===== src/rtl/core/pfcba_ram.sv =====
// Generic single-write, single-read synchronous RAM with registered read data.
module pfcba_ram #(
  parameter int WIDTH = 8,
  parameter int DEPTH = 16,
  localparam int ADDR_W = $clog2(DEPTH)
) (
  input  logic              clk,
  input  logic              we,
  input  logic [ADDR_W-1:0] waddr,
  input  logic [WIDTH-1:0]  wdata,
  input  logic              re,
  input  logic [ADDR_W-1:0] raddr,
  output logic [WIDTH-1:0]  rdata
);

  logic [WIDTH-1:0] mem [DEPTH];

  always_ff @(posedge clk) begin
    if (we) begin
      mem[waddr] <= wdata;
    end
    if (re) begin
      rdata <= mem[raddr];
    end
  end

endmodule


===== config.mk =====
export PLATFORM = sky130hd
export DESIGN_NAME = pfcba_ram
export DESIGN_NICKNAME = d
export VERILOG_FILES = /design/src/rtl/core/pfcba_ram.sv
export SDC_FILE = /design/constraint.sdc
export NUM_CORES = 1
export LEC_CHECK = 0
export BUFFER_PORTS_ARGS = -buffer_cell sky130_fd_sc_hd__buf_4
export CORE_MARGIN = 3
export CORE_UTILIZATION = 32
export DETAILED_ROUTE_END_ITERATION = 10
export PLACE_DENSITY = 0.54
export SLEW_MARGIN = 15
export SYNTH_ARGS = -nofsm -noshare
export SYNTH_HDL_FRONTEND = slang
export SYNTH_SLANG_ARGS = --single-unit

===== constraint.sdc =====
create_clock -name clk -period 2 [get_ports clk]
set_input_delay 0.4 -clock clk [delete_from_list [all_inputs] [get_ports clk]]
set_output_delay 0.4 -clock clk [all_outputs]
set_load 0.05 [all_outputs]

[Word level (Yosys, flattened, before mapping)]
Memories as Yosys holds them, arrays and structs flattened. A register that Yosys moved wholly into a read port is not among the register bits.
Index checks and enable logic that the tools add are counted.
Storage, ports and cells
  register bits after elaboration: 0
  latch bits: 0
  RAM bits: 128
  memory bits (read-only): 0
  input port bits: 19
  output and inout bits: 8
  memories kept: 1
Operators by class
  $add $sub $neg: 0
  multipliers: 0
  div/mod/pow operators: 0
  order comparisons: 0
  eq/ne operators: 0
  shift-type cells: 0
  muxes and demuxes: 2
  bitwise gates (word level): 0
  reduce and logical (&&, ||, !) cells: 0
Memory list
  mem: depth 16, width 8, read ports 1, clocked after Yosys merged registers in 1, wr ports 1, RTL line 16  | logic [WIDTH-1:0] mem [DEPTH];
Operators by type and width (count)
  1-bit 2-to-1 mux: 2

[Depth between registers and ports, before layout]
  depth after elaboration: 2
  gate-level depth with buffers: 5
  depth with buffers taken out: 3

[Least setup slack after synthesis]
OpenSTA, ideal clock, no wires.
  path kind: in2reg
  start: input port waddr[2]
  end: memory mem[0][0], enable pin
  setup time: 383 ps
  arrival time: 1510 ps
  setup slack: 107 ps
  cell stages on the path: 2
  cell sequence: or3b_2 -> nor3_1
RTL lines
  start: declaration: RTL line 9  | input logic [ADDR_W-1:0] waddr,
  end: declaration: RTL line 16
No word-level cell before the write port.

==> run metrics <==
outcome=finished, final reports clean; DR WL/cell=around 19 µm; Clk pin slew, worst setup/hold paths=around 0.050 ns; leading area contributor after synthesis=edfxtp_1; diode count=0; fin crit share=roughly three quarters; Least-Margin Pin Slew=approximately 0.4 ns; Via density=between 4 and 5; total gr overflow=0; metal3 WL=between 400 and 500 µm; synthesized cell area=around 0.0052 mm²; fmax=roughly 660 MHz; Tmin final=1.52 ns; H-tree levels=4; # Max-Cap Violations=0; Power Total=slightly above 6 mW; top post-synthesis cells by count=edfxtp_1 (136), mux4_2 (18), a22oi_1 (16); Die Area=0.0179 mm²; cell leakage power=between 2 and 2.5 nW; die height=between 100 and 150 µm; vias in the first global route=around 2600; Num CTS Buffers=17; kind of critical path=input pin to register; min-delay worst type=input pin to register; Total GRT Usage=around an eighth; Layout area overhead=21.0%; Fill cells=1439; Ports=27; RSZ-0062 raised after global routing=false; sw frac=between 20 and 25%; Clk Latency, worst-skew pair=0.41 ns; most frequent cell after synthesis=edfxtp_1; # DRC=0; Finish-stage setup viols=0; largest fanout on the critical path=19; PD cells=just under 1000 mW/mm²; CP startpoint kind=input pin; internal power component=approximately 4.9 mW; top post-synthesis cells by area=edfxtp_1 (78%), mux4_2 (7.8%), mux4_1 (7.0%); nets@finish=approximately 310; Post-synth ARST share=0%; worst path arrival time=1.66 ns; syn_nets=approximately 250; die width=134 µm; final hold violation count=0; top sig layer=met4; Fin Clk Skew=between 0.006 and 0.007 ns; NetSw=between 1 and 1.5 mW; setup slack, reg-to-reg=roughly 0.51 ns; number of library cell types mapped by synthesis=18; number of synthesized flops with an enable pin=around 140; Gate Count Post-Synth=about 230; vias post-DR=approximately 2500; largest net degree at the start of global routing=20; Relative slew margins=slightly above 70%; Antenna Nets Post-Route=0; main flop type after synthesis=edfxtp_1; share of the synthesized area in the top cell type=78.1%; clock share of power=a little over two fifths; Clock Path Buffers=2; Port Buffer Count=26; HPWL after DPL=about 6600 µm; layout cell share with drive strength beyond 1=a little under a third; DRT iter0 DRCs=roughly 260; quantity of gates resized following cts=0; FF+latch count, synth=about 140; sequential share of power=between 50% and 60%; Final GP Congestion=between 0.7 and 0.8; CP Data Required Time=2.14 ns; Seq/Total Area, Yosys=about four fifths; row cnt=46; TritonRoute pass-1 iters=4; CTS tree=yes; CP endpoint kind=register; M1 WL=~4500 µm; Root Buffer=clkbuf_16; synth warn=0; core area=~0.016 mm²; setup total negative slack=0 ns; Setup Buffers After CTS=0; DR WL met2=about 4600 µm; Final Max Slew Viols=0; initial antenna violation count=0; Post-CTS Hold Buffers=0; starting density of the core=32.8%; Gate power share=5.9%; synthesized area per cell=around 23 µm²; # clock sinks=approximately 140; WL final=9780 µm; Peak supply drop=around 0.63 mV; first-pass GRT wire length=15400 µm
## worst max-delay path: stages
cell	delay (ns)
buf_4	0.12
buf_12	0.19
mux4_1	0.56
a22oi_1	0.25
nand2_1	0.11
## per-layer routing
metal / vias to the layer above / GRT usage (%)
met4: 0 / 4.63
met1: 1294 / 16.3
li1: 1096 / -
met5: - / 0
met2: 69 / 17.7
met3: 16 / 3.98
## cells in the final DEF (no fill, tap or decap)
cell type   count
or3b_2          1
clkinv_2        4
clkinv_1        5
nand2_1         9
and2b_1         1
clkbuf_1        2
clkbuf_16      17
buf_12          4
nor2b_1         1
edfxtp_1      136
mux4_1         14
clkinv_4        1
clkinvlp_4      2
nor2_1         13
mux4_2         18
nand3b_1        2
nand3_1         1
nand2b_1        2
buf_4          45
and2_1          1
nor3_1          4
a22oi_1        16
## worst paths after layout
check	start	to	cells past startpoint
setup / recovery	raddr[0]	rdata[2]$_DFFE_PP_	5
hold / removal	re	rdata[1]$_DFFE_PP_	1
setup reg to reg	mem[9][2]$_DFFE_PP_	rdata[2]$_DFFE_PP_	3
hold reg to reg	mem[11][1]$_DFFE_PP_	rdata[1]$_DFFE_PP_	3
## power groups by stage
stage               clock network (mW)  registers [mW]  logic [mW]
floorplan                            0            3.33       0.162
global placement                     0            3.29       0.371
detailed placement                   0            3.29       0.374
CTS                               2.66            3.23       0.375
global route                      2.82            3.23       0.394
finish                            2.59            3.23       0.365
## registers in the layout, summed over array words and instances (netlist names)
signal,flops
mem,128
rdata,8
## stage by stage
stage | hold WS, ns | setup slack, ns | area, µm² | std cells | utilization, %
after floorplan | 0.499 | 0.107 | 5230 | 229 | -
after global placement | 0.710 | 0.0700 | 5830 | 484 | 36.6
after detailed placement | 0.721 | 0.0659 | 5830 | 484 | 36.6
after CTS | 0.286 | 0.476 | 6320 | 515 | 39.7
after global routing | 0.283 | 0.443 | 6320 | 515 | 39.7
final | 0.295 | 0.484 | 6320 | 515 | 39.7
## cell families after synthesis
family / Yosys count / synth area share (%)
AO/OA/AOI/OAI: 16 / 2.30
AND/OR/NAND/NOR: 35 / 3.14
buffers and inverters: 10 / 1.65
multiplexers: 32 / 14.8
flip-flops: 136 / 78.1
## area by class of cell
cell class | count | area, µm² | share of cell area (%)
multi-input combinational | 83 | 1060 | 16.7
clock buffer | 19 | 433 | 6.84
clock inverter | 12 | 62.6 | 0.989
sequential | 136 | 4080 | 64.6
timing repair buffer | 49 | 418 | 6.61
tap | 216 | 270 | 4.27
No activity file was read; power rests on OpenSTA's default activity.
