$ cat src/rtl/core/pfcba_pkg.sv
// Shared types, register map and default constants for the PFC buffer admission unit.
package pfcba_pkg;

  localparam int NUM_PORTS_DEF  = 64;
  localparam int NUM_PRIOS_DEF  = 8;
  localparam int COUNT_W_DEF    = 24;

  localparam int CFG_W          = 24;
  localparam int PROB_W         = 17;
  localparam int DRAW_W         = 16;
  localparam int PORT_W         = 6;
  localparam int PRIO_W         = 3;
  localparam int PKT_W          = 14;
  localparam int IDX_W          = PORT_W + PRIO_W;

  localparam int S_TDATA_W      = 48;
  localparam int M_TDATA_W      = 8;
  localparam int APB_ADDR_W     = 5;
  localparam int APB_DATA_W     = 32;

  // Register indexes (byte address = 4 * index)
  localparam logic [2:0] REG_RESERVED  = 3'd0;
  localparam logic [2:0] REG_PAUSE_THR = 3'd1;
  localparam logic [2:0] REG_RESUME    = 3'd2;
  localparam logic [2:0] REG_HDRM_LIM  = 3'd3;
  localparam logic [2:0] REG_ECN_MIN   = 3'd4;
  localparam logic [2:0] REG_ECN_MAX   = 3'd5;
  localparam logic [2:0] REG_ECN_PROB  = 3'd6;

  // Register reset values
  localparam logic [CFG_W-1:0] PAUSE_THR_RST = CFG_W'(1048 * 5 + 1);
  localparam logic [CFG_W-1:0] RESUME_RST    = CFG_W'(9 * 1024);
  localparam logic [CFG_W-1:0] ECN_MAX_RST   = {CFG_W{1'b1}};

  typedef struct packed {
    logic [CFG_W-1:0]  reserved;
    logic [CFG_W-1:0]  pause_thr;
    logic [CFG_W-1:0]  resume_off;
    logic [CFG_W-1:0]  hdrm_limit;
    logic [CFG_W-1:0]  ecn_min;
    logic [CFG_W-1:0]  ecn_max;
    logic [PROB_W-1:0] ecn_prob;
  } cfg_t;

  typedef struct packed {
    logic              force_mark;  // egress above max depth
    logic              test;        // egress between min and max: RED draw decides
    logic [CFG_W-1:0]  span;
    logic [CFG_W-1:0]  depth;
    logic [DRAW_W-1:0] draw;
    logic [PROB_W-1:0] prob;
  } ecn_req_t;

endpackage

$ cat src/rtl/core/pfcba_ecn.sv
// RED marking decision: registered products of draw*span and prob*depth, then compare.
module pfcba_ecn (
  input  logic                  clk,
  input  logic                  load,
  input  pfcba_pkg::ecn_req_t   req,
  output logic                  mark
);
  import pfcba_pkg::*;

  localparam int PA_W = DRAW_W + CFG_W;
  localparam int PB_W = PROB_W + CFG_W;

  logic [PA_W-1:0] prod_a;
  logic [PB_W-1:0] prod_b;

  always_ff @(posedge clk) begin
    if (load) begin
      prod_a <= PA_W'(req.draw) * PA_W'(req.span);
      prod_b <= PB_W'(req.prob) * PB_W'(req.depth);
    end
  end

  assign mark = req.force_mark | (req.test & (PB_W'(prod_a) < prod_b));

endmodule

$ cat config.mk
export PLATFORM = sky130hd
export DESIGN_NAME = pfcba_ecn
export DESIGN_NICKNAME = d
export VERILOG_FILES = /design/src/rtl/core/pfcba_pkg.sv /design/src/rtl/core/pfcba_ecn.sv
export SDC_FILE = /design/constraint.sdc
export NUM_CORES = 2
export LEC_CHECK = 0
export BUFFER_PORTS_ARGS = -buffer_cell sky130_fd_sc_hd__buf_2
export CORE_MARGIN = 2
export CORE_UTILIZATION = 35
export DETAILED_ROUTE_END_ITERATION = 16
export MAX_ROUTING_LAYER = met4
export PLACE_DENSITY = 0.53
export SETUP_SLACK_MARGIN = 0.4
export SLEW_MARGIN = 20
export SYNTH_ARGS = -nofsm -noshare
export SYNTH_HDL_FRONTEND = slang
export SYNTH_SLANG_ARGS = --single-unit
$ cat constraint.sdc
create_clock -name clk -period 13 [get_ports clk]
set_clock_uncertainty 0.2 [all_clocks]
set_input_delay 0 -clock clk [delete_from_list [all_inputs] [get_ports clk]]
set_output_delay 0 -clock clk [all_outputs]
set_load 0.1 [all_outputs]
# ---- Word-level counts from Yosys, hierarchy flattened
# Cells that the tools add are included.
# W data, S select, Z words.
dict set report classes {
  multipliers 2
  magnitude_cmp 1
  n_bitwise 2
}
# operator n
set op_table {}
lappend op_table {{$lt A40 B41 Y1} 1}
lappend op_table {{$mul A17 B24 Y41} 1}
lappend op_table {{$mul A16 B24 Y40} 1}
lappend op_table {{$and A1 B1 Y1} 1}
lappend op_table {{$or A1 B1 Y1} 1}
dict set report totals {
  ff_bits 81
  elab_cells 7
}

# ---- Longest topological paths before layout
dict set report logic_depth {
  ltp_word 3
  mapped_depth 24
}

# ---- Least setup slack after synthesis
# OpenSTA, ideal clock, no wires.
dict set report synth_timing {
  path_type {input port to flip-flop}
  startpoint {in req[44] (netlist bit)}
  endpoint {reg prod_b[40], data pin}
  setup_time_ps 267
  arrival_ps 5836
  setup_slack_ps 6697
  stages 22
  path_buffers 3
  path_cell_list {clkbuf_1 clkbuf_1 nand2_1 fa_1 fa_1 fa_1 inv_1 fa_1 fa_1 inv_1 fa_1 inv_1 ha_1 buf_2 a21o_1 a21o_1 a21o_1 a41oi_4 o22ai_4 a2111o_1 a2111oi_4 a211oi_2}
}
dict set report synth_via {
  elab_chain_len 1
}
# item line_no
set synth_rtl {}
lappend synth_rtl {{from (decl)} pfcba_ecn.sv:5} ;# input pfcba_pkg::ecn_req_t req,
lappend synth_rtl {{$mul A17 B24 Y41} pfcba_ecn.sv:19} ;# prod_b <= PB_W'(req.prob) * PB_W'(req.depth);
lappend synth_rtl {{to (signal assigned)} pfcba_ecn.sv:19}
lappend synth_rtl {{to (decl)} pfcba_ecn.sv:14} ;# logic [PB_W-1:0] prod_b;
# Every way passes these cells.
# A chain may end at the register's enable or synchronous reset.

# ---- Final worst setup path
dict set report layout_timing {
  startpoint {in req[2] (netlist bit)}
  endpoint {reg prod_b[35], data pin}
}
# The elaborated chain is that of the path after synthesis.

==> flow_summary.yaml <==
timing:
  final_hold_viol_count: 0
  max_slew_margin: 0.346
  tns_ps: 0
  rsz0062_at_grt: "no"
  clock.fmax_ghz: 0.152
  post-route-period-util: 0.507
  setup_violations: 0
  worstMarginPinSlew_ps: 956
  drv_slew: 0
  min_period_ps: 6590
critical_path:
  critPathLaunch: "req[2]"
  cp_slowest_stage_delay_ps: 820
  crit_top_cell: "fa_1"
  end_kind: "flip-flop"
  cp_data_required_time_ps: 13000
  path_cells: "buf_2 -> nand2_1 -> fa_1 -> inv_1 -> fa_1 -> inv_1 -> fa_1 -> inv_1 -> fa_1 -> fa_1 -> inv_1 -> fa_1 -> inv_1 -> ha_1 -> a211oi_1 -> nor2_1 -> a2111oi_0 -> and2_1 -> a211o_1 -> a31oi_1 -> or4_1 -> nand3_1"
  arrival_ps: 6580
  crit_fanout: 24
  startpoint_type: "input pin"
  critPathSlowestCell: "a2111oi_0"
  path_class: "in -> reg"
global_route:
  grt_pass1_wl_um: 118000
  antenna_found_initial: 0
  grt_pass1_vias: 21500
  grt_max_degree: 60
  grt_overflow_total: 0
  grt_use_total: 0.177
logic_synthesis:
  avgSynthCellArea_um2: 9.07
  synthArstFlopShare: 0
  postSynthCellCount: 3183
  yosys.cell_count.top_type: "inv_1"
  synthTopCellsByCount: "inv_1, fa_1, nand2_1"
  synth_area_leaders: "fa_1, ha_1, inv_1"
  ys_types: 60
  yosysWarnings: 0
  ys_seq_area_frac: 0.0842
  synth_area_leader_cell: "fa_1"
  synth_top_area_share: 0.440
  syn_nets: 4169
  synth_edf_count: 81
  ys_ff_latch: 81
  syn_area_um2: 28900
  synth_ff_type: "edfxtp_1"
cts:
  clock-sinks: 81
  clockRootBuffer: "clkbuf_16"
  h-tree-depth: 3
  clk_pin_slew_worst_paths_ps: 50
  clockBufferDepth: 2
  cts_tree: "yes"
  ctsResizeCount: 0
  numCtsBuffers: 9
floorplan:
  rows: 105
  die_w_um: 291
  die_y_um: 291
  core_area_um2: 81800
  die_area_um2: 84800
  start_util: 0.353
  ios: 86
cells_and_area:
  drive_gt1_frac: 0.0336
  syn_to_final_growth_pct: 5.36
  diodes: 0
  nets: 4137
  fin_cells: 4226
routing:
  drt-total-wl_um: 69500
  wl_per_cell_um: 16.4
  drc: 0
  drt-vias-per-instance: 4.77
  first_pass_iters: 5
  vias: 20200
  ant_nets: 0
  drt_iter0_markers: 967
placed_design:
  gp_congestion: 0.846
  io_buffers: 85
  dp.cells: 4209
  hpwl_um: 56800
hold_path:
  hold_class: "in -> reg"
  hold_start: "req[57]"
job:
  drv_cap: 0
outcome:
  outcome: "finished, final reports clean"
stage by stage:
step,util,hold slack (ps),setup WS (ps),instance area (um2)
2_1_floorplan,-,-87.5,6700,28900
3_3_place_gp,0.369,224,5980,30200
3_5_place_dp,0.369,219,5960,30200
4_1_cts,0.372,83.9,6290,30400
5_1_grt,0.372,99.7,5870,30400
6_report,0.372,89.5,6410,30400
cells in the final DEF, fill, tap and decap left out, types with 3 or more instances in the layout:
cell	instances
inv_1	783
o211ai_1	4
nor3b_1	3
xnor2_1	45
a211oi_1	11
nor3_1	10
o311ai_0	3
xor2_1	22
edfxtp_1	81
or3_1	5
fa_1	635
nand3_1	16
buf_2	84
o21ai_0	36
nand4_1	19
nand2_1	500
a21oi_1	72
a31oi_1	17
nor2b_1	5
nor4_1	5
nor2_1	48
ha_1	266
o21a_1	9
and2_1	330
and3_1	5
a21o_1	64
clkinv_2	3
o31ai_1	4
nand2b_1	6
clkbuf_16	9
o21bai_1	7
timing repair:
item,in CTS,in global routing
hold endpoints to repair,22,0
hold buffers,1,0
endpoints found under the setup margin,0,0
setup buffers,0,0
cell families after synthesis:
family                     synth area share
and+or+nand+nor                       0.161
buffers and inverters                 0.119
adders and majority gates             0.555
AOI/OAI and AO/OA                    0.0607
DFF                                  0.0842
xor gates and xnor gates             0.0203
final cells by class:
class / count / area, um2
fillers: 8498 / 51400
multi-input cells: 2189 / 23000
inverters: 783 / 2940
flip-flops and latches: 81 / 2430
well taps: 1070 / 1340
repair buffers: 87 / 445
clock buffers: 11 / 233
clock inverters: 5 / 22.5
flip-flops by register name (all words and copies together), names as in the netlist:
register	count
prod_b	41
prod_a	40
per-layer routing:
layer,global-route usage,share of wire,up-vias
li1,-,-,9405
met1,0.257,0.49,10300
met2,0.280,0.46,410
met3,0.0137,0.044,32
met4,0.0211,0.0074,0
met5,-,0,-
final timing paths:
path,endpoint,slack [ps],cells after the start
setup / recovery,prod_b[35],6410,22
hold / removal,prod_a[0],90,2
worst max-delay path, delay by kind of cell:
family / cells / cell delay (ps)
adder cells (fa/ha/maj): 7 / 3380
AO/OA/AOI/OAI: 4 / 1430
AND/OR/NAND/NOR: 5 / 1100
buffers and inverters: 6 / 650
Power is not shown: default switching activity piles up to over one toggle a cycle in this logic, so the estimate is an artifact.
