--- config.mk ---
export PLATFORM = sky130hd
export DESIGN_NAME = pfcba_regs
export DESIGN_NICKNAME = d
export VERILOG_FILES = /design/src/rtl/core/pfcba_pkg.sv /design/src/rtl/core/pfcba_regs.sv
export SDC_FILE = /design/constraint.sdc
export NUM_CORES = 1
export LEC_CHECK = 0
export BUFFER_PORTS_ARGS = -buffer_cell sky130_fd_sc_hd__buf_2
export CAP_MARGIN = 25
export CORE_MARGIN = 2
export CORE_UTILIZATION = 40
export CTS_CLUSTER_DIAMETER = 200
export DETAILED_ROUTE_END_ITERATION = 16
export PLACE_DENSITY = 0.76
export SLEW_MARGIN = 20
export SYNTH_ARGS = -nofsm -noshare
export SYNTH_HDL_FRONTEND = slang
export SYNTH_SLANG_ARGS = --single-unit
--- constraint.sdc ---
create_clock -name clk -period 1.7 [get_ports clk]
set_input_delay 0.255 -clock clk [delete_from_list [all_inputs] [get_ports clk]]
set_output_delay 0.255 -clock clk [all_outputs]
set_load 0.01 [all_outputs]
--- src/rtl/core/pfcba_pkg.sv ---
// Shared types, register map and default constants for the PFC buffer admission unit.
package pfcba_pkg;

  localparam int NUM_PORTS_DEF  = 64;
  localparam int NUM_PRIOS_DEF  = 8;
  localparam int COUNT_W_DEF    = 24;

  localparam int CFG_W          = 24;
  localparam int PROB_W         = 17;
  localparam int DRAW_W         = 16;
  localparam int PORT_W         = 6;
  localparam int PRIO_W         = 3;
  localparam int PKT_W          = 14;
  localparam int IDX_W          = PORT_W + PRIO_W;

  localparam int S_TDATA_W      = 48;
  localparam int M_TDATA_W      = 8;
  localparam int APB_ADDR_W     = 5;
  localparam int APB_DATA_W     = 32;

  // Register indexes (byte address = 4 * index)
  localparam logic [2:0] REG_RESERVED  = 3'd0;
  localparam logic [2:0] REG_PAUSE_THR = 3'd1;
  localparam logic [2:0] REG_RESUME    = 3'd2;
  localparam logic [2:0] REG_HDRM_LIM  = 3'd3;
  localparam logic [2:0] REG_ECN_MIN   = 3'd4;
  localparam logic [2:0] REG_ECN_MAX   = 3'd5;
  localparam logic [2:0] REG_ECN_PROB  = 3'd6;

  // Register reset values
  localparam logic [CFG_W-1:0] PAUSE_THR_RST = CFG_W'(1048 * 5 + 1);
  localparam logic [CFG_W-1:0] RESUME_RST    = CFG_W'(9 * 1024);
  localparam logic [CFG_W-1:0] ECN_MAX_RST   = {CFG_W{1'b1}};

  typedef struct packed {
    logic [CFG_W-1:0]  reserved;
    logic [CFG_W-1:0]  pause_thr;
    logic [CFG_W-1:0]  resume_off;
    logic [CFG_W-1:0]  hdrm_limit;
    logic [CFG_W-1:0]  ecn_min;
    logic [CFG_W-1:0]  ecn_max;
    logic [PROB_W-1:0] ecn_prob;
  } cfg_t;

  typedef struct packed {
    logic              force_mark;  // egress above max depth
    logic              test;        // egress between min and max: RED draw decides
    logic [CFG_W-1:0]  span;
    logic [CFG_W-1:0]  depth;
    logic [DRAW_W-1:0] draw;
    logic [PROB_W-1:0] prob;
  } ecn_req_t;

endpackage

--- src/rtl/core/pfcba_regs.sv ---
// APB configuration registers for the PFC buffer admission unit.
module pfcba_regs (
  input  logic                               clk,
  input  logic                               rst,
  input  logic                               psel,
  input  logic                               penable,
  input  logic                               pwrite,
  input  logic [pfcba_pkg::APB_ADDR_W-1:0]   paddr,
  input  logic [pfcba_pkg::APB_DATA_W-1:0]   pwdata,
  output logic [pfcba_pkg::APB_DATA_W-1:0]   prdata,
  output logic                               pready,
  output pfcba_pkg::cfg_t                    cfg
);
  import pfcba_pkg::*;

  logic [2:0] idx;
  logic       wr;

  assign idx    = paddr[4:2];
  assign pready = 1'b1;
  assign wr     = psel & penable & pwrite & pready;

  always_ff @(posedge clk) begin
    if (rst) begin
      cfg.reserved   <= '0;
      cfg.pause_thr  <= PAUSE_THR_RST;
      cfg.resume_off <= RESUME_RST;
      cfg.hdrm_limit <= '0;
      cfg.ecn_min    <= '0;
      cfg.ecn_max    <= ECN_MAX_RST;
      cfg.ecn_prob   <= '0;
    end else if (wr) begin
      case (idx)
        REG_RESERVED:  cfg.reserved   <= pwdata[CFG_W-1:0];
        REG_PAUSE_THR: cfg.pause_thr  <= pwdata[CFG_W-1:0];
        REG_RESUME:    cfg.resume_off <= pwdata[CFG_W-1:0];
        REG_HDRM_LIM:  cfg.hdrm_limit <= pwdata[CFG_W-1:0];
        REG_ECN_MIN:   cfg.ecn_min    <= pwdata[CFG_W-1:0];
        REG_ECN_MAX:   cfg.ecn_max    <= pwdata[CFG_W-1:0];
        REG_ECN_PROB:  cfg.ecn_prob   <= pwdata[PROB_W-1:0];
        default: ;
      endcase
    end
  end

  always_comb begin
    case (idx)
      REG_RESERVED:  prdata = APB_DATA_W'(cfg.reserved);
      REG_PAUSE_THR: prdata = APB_DATA_W'(cfg.pause_thr);
      REG_RESUME:    prdata = APB_DATA_W'(cfg.resume_off);
      REG_HDRM_LIM:  prdata = APB_DATA_W'(cfg.hdrm_limit);
      REG_ECN_MIN:   prdata = APB_DATA_W'(cfg.ecn_min);
      REG_ECN_MAX:   prdata = APB_DATA_W'(cfg.ecn_max);
      REG_ECN_PROB:  prdata = APB_DATA_W'(cfg.ecn_prob);
      default:       prdata = '0;
    endcase
  end

endmodule

# Word level (Yosys, flattened, before mapping)
# Cells that the tools add are included.
[totals]
register_bits = 161
latchBits = 0
ramBits = 0
rom_bits = 0
out_inout_bits = 194
elab_cells = 24
n_memories = 0
[classes]
n_addsub = 0
multipliers = 0
n_div = 0
order_cmp = 0
n_eq_ne = 6
shift = 0
n_mux = 1
n_bitwise = 2
n_reduce_logical = 8
[ops]
columns = ["operator", "n"]
rows = [
  ["$pmux W24 S7", 1],
  ["$reduce_and A2 Y1", 7],
  ["$eq A3 B3 Y1 const B", 3],
  ["$eq A3 B2 Y1 const B", 2],
  ["$eq A3 B1 Y1 const B", 1],
  ["$logic_not A3 Y1", 1],
  ["$and A1 B1 Y1", 2],
]

# Depth between registers and ports, before layout
[depth]
depth_word = 3
depth_mapped = 6

# Least setup slack after synthesis
# OpenSTA, ideal clock, no wires.
[synth_path]
path_kind = "input-to-output"
start = "input paddr[3] (netlist bit)"
end = "output prdata[0] (netlist bit)"
arrival_ns = 1.323
t_required_ns = 1.445
setup_slack_ns = 0.122
path_stages = 6
n_path_buf = 3
cell_sequence = "buf_4 -> buf_4 -> buf_6 -> mux2_2 -> a32oi_1 -> nand3_1"
[synth_via]
elab_chain_len = 2
elab_cells_between_ends = 8
cone_classes = "6 x eq/ne; 1 x mux; 1 x reduce/logical"
[synth_lines]
columns = ["element", "line_no", "source"]
rows = [
  ["start, declared", "pfcba_regs.sv:8", "input logic [pfcba_pkg::APB_ADDR_W-1:0] paddr,"],
  ["$eq A3 B3 Y1, or another cell as far along", "pfcba_regs.sv:47", "case (idx)"],
  ["$pmux W24 S7 (*)", "pfcba_regs.sv:47", ""],
  ["end, declared", "pfcba_regs.sv:10", "output logic [pfcba_pkg::APB_DATA_W-1:0] prdata,"],
]
# Every way passes the cells marked *; elsewhere a longest branch is shown, timed or not.

# Worst setup path after layout
[layout_path]
start = "register cfg[157] (netlist bit)"
end = "output prdata[20] (netlist bit)"
[layout_via]
elab_chain_len = 1
[layout_lines]
columns = ["element", "line_no", "source"]
rows = [
  ["start, declared", "pfcba_regs.sv:12", "output pfcba_pkg::cfg_t cfg"],
  ["$pmux W24 S7", "pfcba_regs.sv:47", ""],
]
# Every way passes these cells.

==> metrics.cfg <==
[clocking]
cts_tree=yes
clock_latency_ns=0.42
h-tree-depth=4
clk_path_buf_depth=2
clkTransAtPathRegs_ns=0.06
cts_buffers=17
cts-root-buf=clkbuf_16
cts_sinks=161
holdBufCountCts=0

[die]
dieArea_sq_mm=0.0205
coreArea_sq_mm=0.0188
pin_count=236
die_w_microns=143
die_h_microns=143
row_count=50
initial_core_util=0.411

[finish]
area_growth_pct=36.9
largestRegisters=cfg: 161 flops
final_layout_size_suffix_gt1_frac=0.422
top_register=cfg
largest_reg_flops=161
layout.nets=1127
antenna_cells=0
instances_no_fill=1357

[placed_design]
place_inst=1300
place.detailed.hpwl_microns=18300
portBuffers=216
gp_routability_congestion=0.831

[sta]
rsz0062_at_grt=true
setup_viol=11
maxSlewViolCount=0
layout_setup_ws_ns=-0.169
period_needed_ns=1.87
timing.final.crit_share=1.10
final_hold_viol_count=0
fin_worst_skew_ns=0
setup-tns-final_ns=-0.841
fmax_mhz=535

[yosys]
syn_area_sq_mm=0.00774
synth_top_area_cell=dfxtp_1
ys_top_cells_by_area=dfxtp_1 (42%), mux2i_1 (15%), o21ai_0 (7.4%)
ys_ff_latch=161
synth_cell_type_count=35
yosysSeqAreaShare=0.417
avgSynthCellArea_sq_um=9.26
synthCells=836
synth_top_cell_area_share=0.417
ys_warn_count=0

[drt]
ant_nets=0
met3_wirelength_microns=1980
via_per_inst=5.46
wl_met2_microns=13100
vias=7411
drc=0
drt_wl_total_microns=27200
drt_iter0_markers=657
top_layer_used=met4
wl_per_cell_microns=20.0
dr.pass1.iters=5
drt-met1-wl_microns=11600

[setup_path]
path_cells=mux2_4 > a32o_1 > a221o_1 > buf_2
cp_slowest_cell=dfxtp_2
start_kind=flop
crit_required_ns=1.44
cp_num_buf_inv=1
worstPathMaxFanout=2
crit_type=flop to output pin
max_stage_delay_ns=0.32
cp-end-kind=output pin
cp_top_family=compound AO/OA/AOI/OAI gates
cp.arrival_ns=1.61

[power_and_ir_drop]
p_int_mw=6.40
power_frac_seq=0.444
p_per_area_mw_per_mm2=814
leakage_nw=4.73
p_total_mw=8.62
ir_worst_vdd_uv=679
clockPowerShare=0.450
p_comb_frac=0.106
switching_share=0.257
power.net_switching_mw=2.22

[global_routing]
grt_max_degree=82
antenna_found_initial=0
grt_pass1_wl_microns=39400
grt_pass1_vias=6974
overflow=0
grt_usage=0.256

[run_status]
status=complete, but fails checks
violations=setup timing

[hold_path]
hold_path.class=input pin to flop

[run]
maxCapViolCount=0

[tightest hold or removal path: cells and delay by family]
kind / cells / cell delay [ns]
simple gates: 1 / 0.06
compound gates: 1 / 0.05
buf+inv: 1 / 0.11
[cells in the mapped netlist, drive strengths merged]
cell type / number
nand3: 33
o221ai: 2
dfxtp: 161
mux2i: 116
a221oi: 21
a22oi: 1
nand2b: 84
mux2: 34
a32o: 3
nand4b: 1
nor3: 2
and4b: 1
nor2: 61
or3: 2
clkbuf: 49
a32oi: 14
buf: 38
nand2: 11
mux4: 1
nor2b: 49
o21ai: 117
and3b: 1
conb: 2
inv: 2
nand4: 1
or2: 1
a21oi: 25
a221o: 3
[metal layers]
layer | track usage | vias to the layer above
met2 | 0.422 | 349
met3 | 0.0580 | 39
met5 | 0 | -
li1 | - | 3430
met1 | 0.331 | 3593
met4 | 0.0860 | 0
[kinds of logic (layout without fill, tap and decap cells)]
logic type | after synthesis | count (layout) | share of synthesized area
AOI/OAI and AO/OA | 186 | 186 | 0.142
buffers and inverters | 89 | 343 | 0.0592
DFF | 161 | 161 | 0.417
muxes | 151 | 151 | 0.202
other | 2 | 9 | 0.000971
and+or+nand+nor | 247 | 247 | 0.178
[layout make-up]
class	instances	area, sq um
multi-input cells	593	4340
inverters	2	11.3
clock inverters	13	153
fillers	1641	8240
clock buffers	18	439
well taps	260	325
flip-flops and latches	161	3280
repair buffers	310	2040
[cell usage in the layout (no fill, tap or decap), drive strengths merged, types with 21 or more instances in the layout]
cell / netlist / final
nand2b: 84 / 84
mux2i: 116 / 116
nand3: 33 / 33
nor2b: 49 / 49
mux2: 34 / 34
buf: 38 / 310
a221oi: 21 / 21
a21oi: 25 / 25
dfxtp: 161 / 161
nor2: 61 / 61
o21ai: 117 / 117
[power by group through the flow]
stage / sequential, mW / combinational, mW / clock (mW)
after floorplan: 3.92 / 0.448 / 0
after global placement: 3.91 / 0.821 / 0
after detailed placement: 3.91 / 0.830 / 0
after CTS: 3.82 / 0.871 / 3.92
after global routing: 3.82 / 0.965 / 4.09
final: 3.82 / 0.914 / 3.88
[what timing repair did]
item	CTS	global route
setup buffers	22	4
gates resized for setup	58	40
endpoints found under the setup margin	24	23
cloned	0	0
pin swaps	12	21
[per-stage QoR]
| stage | instance area [sq um] | util | hold WS (ns) | setup slack [ns] |
|---|---|---|---|---|
| after CTS | 10400 | 0.553 | 0.0828 | -0.181 |
| after global routing | 10600 | 0.563 | 0.0924 | -0.205 |
| final | 10600 | 0.563 | 0.0946 | -0.169 |
| after detailed placement | 9480 | 0.503 | 0.479 | -0.213 |
| after global placement | 9480 | 0.503 | 0.469 | -0.182 |
| after floorplan | 7760 | - | 0.403 | 0.122 |
[worst paths after layout]
check / slack, ns / cells past startpoint / endpoint / start
max reg2reg: 0.80 / 4 / cfg[70]$_SDFFE_PP0P_ / cfg[70]$_SDFFE_PP0P_
min: 0.09 / 3 / cfg[43]$_SDFFE_PP0P_ / pwdata[2]
min reg2reg: 0.48 / 2 / cfg[151]$_SDFFE_PP0P_ / cfg[151]$_SDFFE_PP0P_
max: -0.17 / 4 / prdata[20] / cfg[157]$_SDFFE_PP0P_
Note: power is estimated with default switching activity, not from simulation.
